**src/hw/rtl/wlom_pkg.sv**
```systemverilog
// Shared types and constants for the window layer order manager.
package wlom_pkg;

  localparam int WLOM_LAYER_COUNT = 16;

  localparam logic [11:0] SCREEN_MAX   = 12'd2048;
  localparam logic [11:0] WIDTH_RESET  = 12'd320;
  localparam logic [11:0] HEIGHT_RESET = 12'd200;

  localparam logic REG_WIDTH  = 1'b0;
  localparam logic REG_HEIGHT = 1'b1;

  typedef enum logic [2:0] {
    CMD_ALLOC = 3'd0,
    CMD_SIZE  = 3'd1,
    CMD_LEVEL = 3'd2,
    CMD_SLIDE = 3'd3,
    CMD_FREE  = 3'd4
  } cmd_t;

  typedef enum logic [3:0] {
    ST_IDLE,
    ST_DECODE,
    ST_REMOVE,
    ST_INS_CHECK,
    ST_INSERT,
    ST_SET_LVL,
    ST_RENUM,
    ST_DMG_A,
    ST_MOVE,
    ST_DMG_B,
    ST_EMIT_A,
    ST_EMIT_B,
    ST_EMIT_N
  } state_t;

  typedef struct packed {
    logic [11:0] x0;
    logic [11:0] y0;
    logic [11:0] x1;
    logic [11:0] y1;
  } rect_t;

  typedef struct packed {
    logic latch;
    logic decode;
    logic do_alloc;
    logic do_size;
    logic do_move;
    logic do_free_clr;
    logic lv_start;
    logic lv_hide;
    logic rem_step;
    logic rem_end;
    logic ins_init;
    logic ins_step;
    logic ins_place;
    logic ins_fail;
    logic lv_write;
    logic ren_step;
    logic dmg_a;
    logic dmg_b;
    logic load_a;
    logic load_b;
    logic load_n;
  } dp_cmd_t;

  typedef struct packed {
    logic [2:0] cmd;
    logic       lay_ok;
    logic       shown;
    logic       lv_same;
    logic       rem_more;
    logic       ins_ok;
    logic       ins_more;
    logic       ren_more;
    logic       a_ok;
    logic       b_ok;
    logic       can_load;
  } dp_stat_t;

endpackage

```
**src/hw/rtl/window_layer_order_manager.sv**
```systemverilog
// Top level: screen size registers, sequencer and layer datapath.
// One command at a time; the next is taken the cycle after its last beat is loaded.
// A command that changes no stacking level is decoded and then gives its single beat once the
// output can take it; a slide of a shown layer clips the old rectangle, moves, clips the new
// one and gives its beats. A level change or free of a shown layer shifts and renumbers one
// slot a cycle. Reset frees all layers and sets the screen to 320x200.
module window_layer_order_manager import wlom_pkg::*; #(
  parameter int LAYER_COUNT = WLOM_LAYER_COUNT
) (
  input  logic               clk,
  input  logic               rst_n,
  input  logic               psel,
  input  logic               penable,
  input  logic               pwrite,
  input  logic [2:0]         paddr,
  input  logic [31:0]        pwdata,
  output logic [31:0]        prdata,
  output logic               pready,
  input  logic               in_valid,
  output logic               in_ready,
  input  logic [2:0]         in_command,
  input  logic [3:0]         in_layer,
  input  logic signed [11:0] in_pos_x,
  input  logic signed [11:0] in_pos_y,
  input  logic [10:0]        in_size_w,
  input  logic [10:0]        in_size_h,
  input  logic signed [5:0]  in_level,
  output logic               out_valid,
  input  logic               out_ready,
  output logic               out_status,
  output logic [3:0]         out_layer_id,
  output logic               out_rect_valid,
  output logic [11:0]        out_rect_x0,
  output logic [11:0]        out_rect_y0,
  output logic [11:0]        out_rect_x1,
  output logic [11:0]        out_rect_y1,
  output logic               out_last
);

  logic [11:0] screen_w_r, screen_h_r;
  logic [11:0] wr_val;
  logic        wr_en;
  dp_cmd_t     cmd;
  dp_stat_t    stat;

  assign pready = 1'b1;
  assign wr_en  = psel && penable && pwrite;
  assign wr_val = (pwdata[11:0] > SCREEN_MAX) ? SCREEN_MAX : pwdata[11:0];
  assign prdata = {20'd0, (paddr[2] == REG_HEIGHT) ? screen_h_r : screen_w_r};

  always_ff @(posedge clk) begin
    if (!rst_n) begin
      screen_w_r <= WIDTH_RESET;
      screen_h_r <= HEIGHT_RESET;
    end else if (wr_en) begin
      if (paddr[2] == REG_WIDTH) begin
        screen_w_r <= wr_val;
      end else begin
        screen_h_r <= wr_val;
      end
    end
  end

  wlom_ctrl u_ctrl (
    .clk      (clk),
    .rst_n    (rst_n),
    .in_valid (in_valid),
    .in_ready (in_ready),
    .stat     (stat),
    .cmd      (cmd)
  );

  wlom_dp #(
    .LAYER_COUNT (LAYER_COUNT)
  ) u_dp (
    .clk            (clk),
    .rst_n          (rst_n),
    .in_command     (in_command),
    .in_layer       (in_layer),
    .in_pos_x       (in_pos_x),
    .in_pos_y       (in_pos_y),
    .in_size_w      (in_size_w),
    .in_size_h      (in_size_h),
    .in_level       (in_level),
    .screen_w       (screen_w_r),
    .screen_h       (screen_h_r),
    .cmd            (cmd),
    .stat           (stat),
    .out_valid      (out_valid),
    .out_ready      (out_ready),
    .out_status     (out_status),
    .out_layer_id   (out_layer_id),
    .out_rect_valid (out_rect_valid),
    .out_rect_x0    (out_rect_x0),
    .out_rect_y0    (out_rect_y0),
    .out_rect_x1    (out_rect_x1),
    .out_rect_y1    (out_rect_y1),
    .out_last       (out_last)
  );

endmodule

```
**src/hw/rtl/wlom_ctrl.sv**
```systemverilog
// Command sequencer for the window layer order manager.
module wlom_ctrl import wlom_pkg::*; (
  input  logic     clk,
  input  logic     rst_n,
  input  logic     in_valid,
  output logic     in_ready,
  input  dp_stat_t stat,
  output dp_cmd_t  cmd
);

  state_t state_r, state_nxt;

  always_ff @(posedge clk) begin
    if (!rst_n) begin
      state_r <= ST_IDLE;
    end else begin
      state_r <= state_nxt;
    end
  end

  always_comb begin
    state_nxt = state_r;
    cmd       = '0;
    in_ready  = 1'b0;
    unique case (state_r)
      ST_IDLE: begin
        in_ready = 1'b1;
        if (in_valid) begin
          cmd.latch = 1'b1;
          state_nxt = ST_DECODE;
        end
      end
      ST_DECODE: begin
        cmd.decode = 1'b1;
        state_nxt  = ST_EMIT_N;
        if (stat.cmd == CMD_ALLOC) begin
          cmd.do_alloc = 1'b1;
        end else if (stat.lay_ok) begin
          if (stat.cmd == CMD_SIZE) begin
            cmd.do_size = 1'b1;
          end else if (stat.cmd == CMD_LEVEL) begin
            if (!stat.lv_same) begin
              cmd.lv_start = 1'b1;
              state_nxt    = stat.shown ? ST_REMOVE : ST_INS_CHECK;
            end
          end else if (stat.cmd == CMD_SLIDE) begin
            if (stat.shown) begin
              state_nxt = ST_DMG_A;
            end else begin
              cmd.do_move = 1'b1;
            end
          end else if (stat.cmd == CMD_FREE) begin
            if (stat.shown) begin
              cmd.lv_start = 1'b1;
              cmd.lv_hide  = 1'b1;
              state_nxt    = ST_REMOVE;
            end else begin
              cmd.do_free_clr = 1'b1;
            end
          end
        end
      end
      ST_REMOVE: begin
        if (stat.rem_more) begin
          cmd.rem_step = 1'b1;
        end else begin
          cmd.rem_end = 1'b1;
          state_nxt   = ST_INS_CHECK;
        end
      end
      ST_INS_CHECK: begin
        if (stat.ins_ok) begin
          cmd.ins_init = 1'b1;
          state_nxt    = ST_INSERT;
        end else begin
          cmd.ins_fail = 1'b1;
          state_nxt    = ST_SET_LVL;
        end
      end
      ST_INSERT: begin
        if (stat.ins_more) begin
          cmd.ins_step = 1'b1;
        end else begin
          cmd.ins_place = 1'b1;
          state_nxt     = ST_SET_LVL;
        end
      end
      ST_SET_LVL: begin
        cmd.lv_write = 1'b1;
        state_nxt    = ST_RENUM;
      end
      ST_RENUM: begin
        if (stat.ren_more) begin
          cmd.ren_step = 1'b1;
        end else begin
          state_nxt = ST_DMG_A;
        end
      end
      ST_DMG_A: begin
        cmd.dmg_a = 1'b1;
        if (stat.cmd == CMD_FREE) begin
          cmd.do_free_clr = 1'b1;
        end
        state_nxt = (stat.cmd == CMD_SLIDE) ? ST_MOVE : ST_EMIT_A;
      end
      ST_MOVE: begin
        cmd.do_move = 1'b1;
        state_nxt   = ST_DMG_B;
      end
      ST_DMG_B: begin
        cmd.dmg_b = 1'b1;
        state_nxt = ST_EMIT_A;
      end
      ST_EMIT_A: begin
        if (stat.can_load) begin
          if (stat.a_ok) begin
            cmd.load_a = 1'b1;
            state_nxt  = stat.b_ok ? ST_EMIT_B : ST_IDLE;
          end else if (stat.b_ok) begin
            cmd.load_b = 1'b1;
            state_nxt  = ST_IDLE;
          end else begin
            cmd.load_n = 1'b1;
            state_nxt  = ST_IDLE;
          end
        end
      end
      ST_EMIT_B: begin
        if (stat.can_load) begin
          cmd.load_b = 1'b1;
          state_nxt  = ST_IDLE;
        end
      end
      ST_EMIT_N: begin
        if (stat.can_load) begin
          cmd.load_n = 1'b1;
          state_nxt  = ST_IDLE;
        end
      end
      default: begin
        state_nxt = ST_IDLE;
      end
    endcase
  end

endmodule

```
**src/hw/rtl/wlom_dp.sv**
```systemverilog
// Layer tables, order table, clip unit and result register.
module wlom_dp import wlom_pkg::*; #(
  parameter int LAYER_COUNT = WLOM_LAYER_COUNT
) (
  input  logic               clk,
  input  logic               rst_n,
  input  logic [2:0]         in_command,
  input  logic [3:0]         in_layer,
  input  logic signed [11:0] in_pos_x,
  input  logic signed [11:0] in_pos_y,
  input  logic [10:0]        in_size_w,
  input  logic [10:0]        in_size_h,
  input  logic signed [5:0]  in_level,
  input  logic [11:0]        screen_w,
  input  logic [11:0]        screen_h,
  input  dp_cmd_t            cmd,
  output dp_stat_t           stat,
  output logic               out_valid,
  input  logic               out_ready,
  output logic               out_status,
  output logic [3:0]         out_layer_id,
  output logic               out_rect_valid,
  output logic [11:0]        out_rect_x0,
  output logic [11:0]        out_rect_y0,
  output logic [11:0]        out_rect_x1,
  output logic [11:0]        out_rect_y1,
  output logic               out_last
);

  localparam int LW  = $clog2(LAYER_COUNT);
  localparam int LVW = LW + 2;
  localparam int CW  = (LVW > 6) ? LVW : 6;
  localparam int AL  = (LAYER_COUNT < 16) ? LAYER_COUNT : 16;

  logic [2:0]         cmd_r;
  logic [3:0]         lay_r;
  logic signed [11:0] px_r, py_r;
  logic [10:0]        w_in_r, h_in_r;
  logic signed [5:0]  lv_r;

  logic                  in_use_r [LAYER_COUNT];
  logic signed [LVW-1:0] level_r  [LAYER_COUNT];
  logic signed [11:0]    pos_l_r  [LAYER_COUNT];
  logic signed [11:0]    pos_t_r  [LAYER_COUNT];
  logic [10:0]           size_w_r [LAYER_COUNT];
  logic [10:0]           size_h_r [LAYER_COUNT];
  logic [LW-1:0]         order_r  [LAYER_COUNT];

  logic signed [LVW-1:0] top_lvl_r;
  logic signed [LVW-1:0] h_r;
  logic signed [LVW-1:0] req_r;
  logic                  res_status_r;
  logic [3:0]            res_id_r;
  rect_t                 ra_r, rb_r;
  logic                  a_ok_r, b_ok_r;

  logic                  out_valid_r, out_status_r, out_rect_valid_r, out_last_r;
  logic [3:0]            out_layer_id_r;
  rect_t                 out_rect_r;

  logic [LW-1:0]         li;
  logic [LW-1:0]         h_idx, hp1_idx;
  logic signed [LVW-1:0] hp1;
  logic                  found;
  logic [3:0]            fidx;
  logic signed [CW-1:0]  old_w, lv_w, top_w, hi_w, req_c;
  logic signed [LVW:0]   top_p1;
  logic signed [13:0]    lx, rx, ty, by, sw14, sh14, x0c, x1c, y0c, y1c;
  logic                  clip_ok;
  rect_t                 clip_rect;

  assign li      = LW'(lay_r);
  assign hp1     = h_r + LVW'(1);
  assign h_idx   = h_r[LW-1:0];
  assign hp1_idx = hp1[LW-1:0];

  always_comb begin
    found = 1'b0;
    fidx  = '0;
    for (int k = AL - 1; k >= 0; k--) begin
      if (!in_use_r[k]) begin
        found = 1'b1;
        fidx  = 4'(k);
      end
    end
  end

  always_comb begin
    old_w = CW'(level_r[li]);
    lv_w  = CW'(lv_r);
    top_w = CW'(top_lvl_r);
    hi_w  = level_r[li][LVW-1] ? top_w + CW'(1) : top_w;
    req_c = lv_w;
    if (req_c > hi_w) begin
      req_c = hi_w;
    end
    if (req_c < $signed({CW{1'b1}})) begin
      req_c = '1;
    end
  end

  assign top_p1 = (LVW+1)'(top_lvl_r) + (LVW+1)'(1);

  always_comb begin
    lx   = 14'(pos_l_r[li]);
    ty   = 14'(pos_t_r[li]);
    rx   = lx + $signed({3'b000, size_w_r[li]});
    by   = ty + $signed({3'b000, size_h_r[li]});
    sw14 = $signed({2'b00, screen_w});
    sh14 = $signed({2'b00, screen_h});
    x0c  = lx[13] ? '0 : lx;
    y0c  = ty[13] ? '0 : ty;
    x1c  = (rx > sw14) ? sw14 : rx;
    y1c  = (by > sh14) ? sh14 : by;
    clip_ok      = (x1c > x0c) && (y1c > y0c);
    clip_rect.x0 = x0c[11:0];
    clip_rect.y0 = y0c[11:0];
    clip_rect.x1 = x1c[11:0];
    clip_rect.y1 = y1c[11:0];
  end

  always_comb begin
    stat.cmd      = cmd_r;
    stat.lay_ok   = (32'(lay_r) < LAYER_COUNT) && in_use_r[li];
    stat.shown    = !level_r[li][LVW-1];
    stat.lv_same  = (req_c == old_w);
    stat.rem_more = (h_r < top_lvl_r);
    stat.ins_ok   = !req_r[LVW-1] && (top_p1 < (LVW+1)'(LAYER_COUNT));
    stat.ins_more = (h_r >= req_r);
    stat.ren_more = (h_r <= top_lvl_r);
    stat.a_ok     = a_ok_r;
    stat.b_ok     = b_ok_r;
    stat.can_load = !out_valid_r || out_ready;
  end

  always_ff @(posedge clk) begin
    if (cmd.latch) begin
      cmd_r  <= in_command;
      lay_r  <= in_layer;
      px_r   <= in_pos_x;
      py_r   <= in_pos_y;
      w_in_r <= in_size_w;
      h_in_r <= in_size_h;
      lv_r   <= in_level;
    end
    if (cmd.decode) begin
      if (cmd_r == CMD_ALLOC) begin
        res_status_r <= !found;
        res_id_r     <= found ? fidx : 4'd0;
      end else begin
        res_status_r <= 1'b0;
        res_id_r     <= lay_r;
      end
    end
    if (cmd.lv_start) begin
      req_r <= cmd.lv_hide ? '1 : LVW'(req_c);
      h_r   <= level_r[li];
    end else if (cmd.rem_step || cmd.ren_step) begin
      h_r <= hp1;
    end else if (cmd.ins_init) begin
      h_r <= top_lvl_r;
    end else if (cmd.ins_step) begin
      h_r <= h_r - LVW'(1);
    end else if (cmd.lv_write) begin
      h_r <= '0;
    end
    if (cmd.ins_fail) begin
      req_r <= '1;
    end
    if (cmd.rem_step) begin
      order_r[h_idx] <= order_r[hp1_idx];
    end else if (cmd.ins_step) begin
      order_r[hp1_idx] <= order_r[h_idx];
    end else if (cmd.ins_place) begin
      order_r[req_r[LW-1:0]] <= li;
    end
    if (cmd.do_alloc && found) begin
      level_r[LW'(fidx)] <= '1;
    end else if (cmd.lv_write) begin
      level_r[li] <= req_r;
    end else if (cmd.ren_step) begin
      level_r[order_r[h_idx]] <= h_r;
    end
    if (cmd.dmg_a) begin
      ra_r   <= clip_rect;
      a_ok_r <= clip_ok;
      b_ok_r <= 1'b0;
    end else if (cmd.dmg_b) begin
      rb_r   <= clip_rect;
      b_ok_r <= clip_ok;
    end
    if (cmd.load_a) begin
      out_rect_r <= ra_r;
    end else if (cmd.load_b) begin
      out_rect_r <= rb_r;
    end else if (cmd.load_n) begin
      out_rect_r <= '0;
    end
    if (cmd.load_a || cmd.load_b || cmd.load_n) begin
      out_status_r     <= cmd.load_n ? res_status_r : 1'b0;
      out_layer_id_r   <= res_id_r;
      out_rect_valid_r <= !cmd.load_n;
      out_last_r       <= !cmd.load_a || !b_ok_r;
    end
  end

  always_ff @(posedge clk) begin
    if (!rst_n) begin
      for (int k = 0; k < LAYER_COUNT; k++) begin
        in_use_r[k] <= 1'b0;
        pos_l_r[k]  <= '0;
        pos_t_r[k]  <= '0;
        size_w_r[k] <= '0;
        size_h_r[k] <= '0;
      end
      top_lvl_r   <= '1;
      out_valid_r <= 1'b0;
    end else begin
      if (cmd.do_alloc && found) begin
        in_use_r[LW'(fidx)] <= 1'b1;
      end else if (cmd.do_free_clr) begin
        in_use_r[li] <= 1'b0;
      end
      if (cmd.do_size) begin
        size_w_r[li] <= w_in_r;
        size_h_r[li] <= h_in_r;
      end
      if (cmd.do_move) begin
        pos_l_r[li] <= px_r;
        pos_t_r[li] <= py_r;
      end
      if (cmd.rem_end) begin
        top_lvl_r <= top_lvl_r - LVW'(1);
      end else if (cmd.ins_place) begin
        top_lvl_r <= top_lvl_r + LVW'(1);
      end
      if (cmd.load_a || cmd.load_b || cmd.load_n) begin
        out_valid_r <= 1'b1;
      end else if (out_ready) begin
        out_valid_r <= 1'b0;
      end
    end
  end

  assign out_valid      = out_valid_r;
  assign out_status     = out_status_r;
  assign out_layer_id   = out_layer_id_r;
  assign out_rect_valid = out_rect_valid_r;
  assign out_rect_x0    = out_rect_r.x0;
  assign out_rect_y0    = out_rect_r.y0;
  assign out_rect_x1    = out_rect_r.x1;
  assign out_rect_y1    = out_rect_r.y1;
  assign out_last       = out_last_r;

endmodule
```
**config.mk**
```make
export PLATFORM = sky130hd
export DESIGN_NAME = window_layer_order_manager
export DESIGN_NICKNAME = d
export VERILOG_FILES = /design/src/hw/rtl/wlom_pkg.sv /design/src/hw/rtl/window_layer_order_manager.sv /design/src/hw/rtl/wlom_ctrl.sv /design/src/hw/rtl/wlom_dp.sv
export SDC_FILE = /design/constraint.sdc
export NUM_CORES = 2
export LEC_CHECK = 0
export ABC_AREA = 1
export BUFFER_PORTS_ARGS = -buffer_cell sky130_fd_sc_hd__buf_4
export CAP_MARGIN = 15
export CORE_ASPECT_RATIO = 0.8
export CORE_UTILIZATION = 45
export DETAILED_ROUTE_END_ITERATION = 10
export GPL_ROUTABILITY_DRIVEN = 0
export PLACE_DENSITY = 0.67
export RECOVER_POWER = 100
export SLEW_MARGIN = 20
export SYNTH_ARGS = -nofsm -noshare
export SYNTH_HDL_FRONTEND = slang
export SYNTH_SLANG_ARGS = --single-unit
export TNS_END_PERCENT = 50
```
**constraint.sdc**
```tcl
create_clock -name clk -period 11.5 [get_ports clk]
set_input_delay 3.45 -clock clk [delete_from_list [all_inputs] [get_ports clk]]
set_output_delay 3.45 -clock clk [all_outputs]
set_load 0.01 [all_outputs]
```
Word-level counts from Yosys, hierarchy flattened. Memory sizes are Yosys's and may differ from the RTL's. A register that Yosys moved wholly into a read port is not among the register bits. Cells that the tools add are included. Widths: inputs -> output; s select.

Register bits: 264. Bits in writable memories: 912. Input bits: 101. Word-level logic and storage cells: 312. Memories: 7.

Add/sub/neg operators: 7. Magnitude comparators: 11. Eq/ne operators: 23. Mux-type cells: 191. Bitwise logic cells: 2. Reductions and logical operators: 37.

Memory list: u_dp.pos_l_r (depth 16, width 12, rd ports 1, clocked after Yosys merged registers in 1, wr ports 16, RTL line wlom_dp.sv:43) `logic signed [11:0] pos_l_r [LAYER_COUNT];`; u_dp.pos_t_r (depth 16, width 12, rd ports 1, clocked after Yosys merged registers in 1, wr ports 16, RTL line wlom_dp.sv:44) `logic signed [11:0] pos_t_r [LAYER_COUNT];`; u_dp.size_h_r (depth 16, width 11, rd ports 1, clocked after Yosys merged registers in 1, wr ports 16, RTL line wlom_dp.sv:46) `logic [10:0] size_h_r [LAYER_COUNT];`; u_dp.size_w_r (depth 16, width 11, rd ports 1, clocked after Yosys merged registers in 1, wr ports 16, RTL line wlom_dp.sv:45) `logic [10:0] size_w_r [LAYER_COUNT];`; u_dp.level_r (depth 16, width 6, rd ports 1, clocked after Yosys merged registers in 1, wr ports 1, RTL line wlom_dp.sv:42) `logic signed [LVW-1:0] level_r [LAYER_COUNT];`; u_dp.order_r (depth 16, width 4, rd ports 2, clocked after Yosys merged registers in 1, wr ports 1, RTL line wlom_dp.sv:47) `logic [LW-1:0] order_r [LAYER_COUNT];`; +1 memories.

Operators by type and width (number): $mux 4 (55); $mux 48 (3); $mux 1 (92); $mux 6 (13); $mux 12 (4); $pmux 4 s12 (1); $mux 11 (4); $gt 14x13->1 (2); $gt 14x14->1 (2); $mux 14 (2); $add 12x12->13 (2); $reduce_or 12->1 (2); $reduce_or 11->1 (2); $eq 4x4->1 const B (5); $eq 4x3->1 const B (4); $mux 2 (7); $add 6x2->6 const B (2); $gt 12x12->1 const B (1); $mux 3 (4); $reduce_or 6->1 (2); $sub 6x2->6 const B (2); $mux 5 (2); $ne 2x2->1 const B (5); $eq 4x2->1 const B (2); other kinds (28) (51).

Logic depth before layout (Yosys ltp). An unclocked memory read counts as a cell.

Word-level depth: 24. Mapped depth: 51. Depth with buffers taken out: 42.

Cells and area by module. A second synthesis with hierarchy kept.

Cell total of the unflattened synthesis: 5230. Area, all modules: 55378.1 sq um.

By module, submodules not included: wlom_dp (instances 1, cells an instance 4931, area an instance 53545.1 sq um, sequential area each 34152.8 sq um); window_layer_order_manager (instances 1, cells an instance 172, area an instance 1201.2 sq um, sequential area each 480.5 sq um); wlom_ctrl (instances 1, cells an instance 127, area an instance 631.9 sq um, sequential area each 80.1 sq um).

Worst setup path before layout. No wires, ideal clock.

Kind: input to output. From: input paddr[2]. To: output prdata[10]. Arrival time: 3.910 ns. Slack: 4.140 ns. Cell stages on the path: 2. Path through: clkbuf_1 -> o21ai_0.

Cells in the longest elaborated chain, start to end: 1.

Ends and longest elaborated chain: start: declaration (RTL line window_layer_order_manager.sv:15) `input logic [2:0] paddr,`; $mux 12 (RTL line window_layer_order_manager.sv:49) `assign prdata = {20'd0, (paddr[2] == REG_HEIGHT) ? screen_h_r : screen_w_r};`; end: declaration (RTL line window_layer_order_manager.sv:17) `output logic [31:0] prdata,`.

Every way passes these cells.

==> out/metrics.cfg <==
[run_status]
status=finished with violations
violations=capacitance limit, slew limit

[critical_path]
worstReg2RegEnd=u_dp.b_ok_r
crit_type=input port to register
worstPathMaxFanout=37
worst_setup_path_start_kind=input port
crit_path_end_kind=register
rrSetupSlack_ns=1.80
cp.arrival_ns=10.05
reg2reg_depth=42
crit_required_ns=11.82

[layout]
areaGrowthSynthToFinish_pct=10.1
design_area_um2=59200
fin_cells=6833
fin_util=0.499
final_nets=5381
drive_above_1_share=0.0545

[pwr]
p_leak_uw=0.0224
power_density_nw_per_um2=319
vdd_ir_drop_max_mv=0.277

[cts]
cts_hold_buf=0
path_clk_slew_ns=0.06
post-cts-setup-buffer-count=0
cts_num_sinks=1178
cts_tree=built
clk_latency_ns=0.74
cts-resized-gates=0
cts_buffer_depth=3
cts_max_level=3
root_buffer=clkbuf_16
cts_made_buffers=115

[synthesis]
synth_largest_area_cell=edfxtp_1
ys_ff_latch=1178
synth_edf_count=1112
async_reset_ff_frac=0
ys_types=52
synth_top_area_share=0.621
yosysWarnings=0
syn_inst=5175
synth-seq-area-share=0.645
synthFlopType=edfxtp_1
synth_area_leaders=edfxtp_1, nor2_1, o21ai_0, nand2_1, o221ai_1
synthesis.area_um2=53800
syn_area_per_cell_um2=10.4

[timing]
setup_ws_ns=1.78
fmax_mhz=103
worst_slew_pin_slew_ns=3.78
setup_viol=0
tns_ns=0
finClkSkew_ns=0.0412
hold_viol=0
slew_headroom=-1.52
slew_violations=1680
finalWorstPathRequiredPeriod_ns=9.72
rsz0062_at_grt=no
post-route-period-util=0.846

[routing]
initialDrtViolationCount=5256
wl_mm=153
vias=39800
route.detailed.drc=0
vias_per_cell=5.83
antenna_left=0
wire_per_inst_um=22.4
dr.pass1.iters=6

[global_route]
antenna_found_initial=0
grt_pass1_wl_mm=227
grt_max_degree=173
grt_usage=0.248
grt-ovfl-total=0
first_global_vias=36000

[floorplan]
fp.coreArea_um2=119000
die_area_um2=121000
start_util=0.454
die_h_um=311
num_io_pins=191
chipWidth_um=389
rows=113

[worst_hold_path]
worst_hold_path.endpoint=u_dp.out_layer_id[0]
hold_path_depth=0
hp-class=register to register
hold_path_startpoint=u_dp.res_id_r[0]

[placement]
pre_cts_ws_ns=3.26
dp_cells=6621
port_buffers=145
dpl.hpwl_mm=93.9
placed_area_um2=56200

[flow_run]
maxCapViolCount=61

cell usage in the layout, fill, tap and decap left out, drive strengths merged, types with 66 or more instances in the layout:
master,Yosys,layout
o211ai,108,108
nand2,495,495
nor2,1307,1307
nand3,175,175
edfxtp,1112,1112
dfxtp,66,66
ha,92,92
clkbuf,282,342
inv,341,348
o221ai,156,156
o21ai,642,642
a21oi,129,129
synthesized netlist by cell type (all sizes together), types with 66 or more instances:
| cell type | count |
|---|---|
| buf | 91 |
| dfxtp | 66 |
| ha | 92 |
| o21ai | 642 |
| o221ai | 156 |
| clkbuf | 282 |
| edfxtp | 1112 |
| a21oi | 129 |
| inv | 341 |
| nand3 | 175 |
| nand2 | 495 |
| o211ai | 108 |
| nor2 | 1307 |
routing by layer:
layer | vias to the layer above | track usage | wire length [µm]
li1 | 18100 | - | -
met1 | 19200 | 0.384 | 66500
met2 | 2329 | 0.350 | 65000
met3 | 225 | 0.0511 | 18300
met4 | 0 | 0.0650 | 3520
met5 | - | 0 | 0
power breakdown:
part,total (µW),internal [µW],switching [µW]
registers,5770,5510,263
clock network,3770,2110,1660
logic,9320,2790,6530
critical path, cell delays in order:
cell      delay [ns]
clkbuf_1        1.39
inv_1           0.85
a21oi_1         1.47
nand2_1         0.10
clkbuf_1        0.79
nand2_1         0.88
clkbuf_1        1.04
area by class of cell:
type	instances	area, µm²
Antenna cell	1	2.50
Clock buffer	137	2980
Clock inverter	74	694
Fill cell	10600	59400
Inverter	345	1310
Multi-Input combinational cell	3300	16300
Sequential cell	1178	34700
Tap cell	1552	1940
Timing Repair Buffer	246	1310
registers in the layout, indices dropped and copies added (netlist names), 12 cells and up, named ones only:
register / cells
u_dp.size_h_r: 176
u_dp.out_rect_y1: 12
u_dp.size_w_r: 176
u_dp.rb_r: 46
screen_w_r: 12
u_dp.level_r: 96
u_dp.px_r: 12
u_dp.in_use_r: 16
u_dp.pos_l_r: 192
screen_h_r: 12
u_dp.ra_r: 46
u_dp.out_rect_x1: 12
u_dp.pos_t_r: 192
u_dp.order_r: 64
u_dp.py_r: 12
stage by stage:
stage	hold slack [ns]	total power (µW)
final	0.419	18900
after global routing	0.440	20200
after CTS	0.420	18800
after detailed placement	0.405	15000
after global placement	0.401	14700
after floorplan	0.400	12200
worst max-delay path by stage:
stage                          end  cells past startpoint     start
5_1_grt                u_dp.b_ok_r                     42  register
6_report       u_dp.pos_t_r[11][4]                      7     rst_n
4_1_cts                u_dp.a_ok_r                     41  register
3_3_place_gp           u_dp.a_ok_r                     40  register
2_1_floorplan           prdata[10]                      2  paddr[2]
3_5_place_dp           u_dp.a_ok_r                     41  register
logic make-up (layout without fill, tap and decap cells):
group / Yosys count / in the layout / share of synthesized area
compound gates: 1117 / 1117 / 0.123
xor+xnor: 32 / 32 / 0.00521
fa+ha+maj: 94 / 94 / 0.0221
buf+inv: 718 / 802 / 0.0536
flops: 1178 / 1178 / 0.645
mux: 8 / 8 / 0.00149
other cells: 2 / 24 / 0.000140
simple gates: 2026 / 2026 / 0.149
No activity file was read; power rests on OpenSTA's default activity.
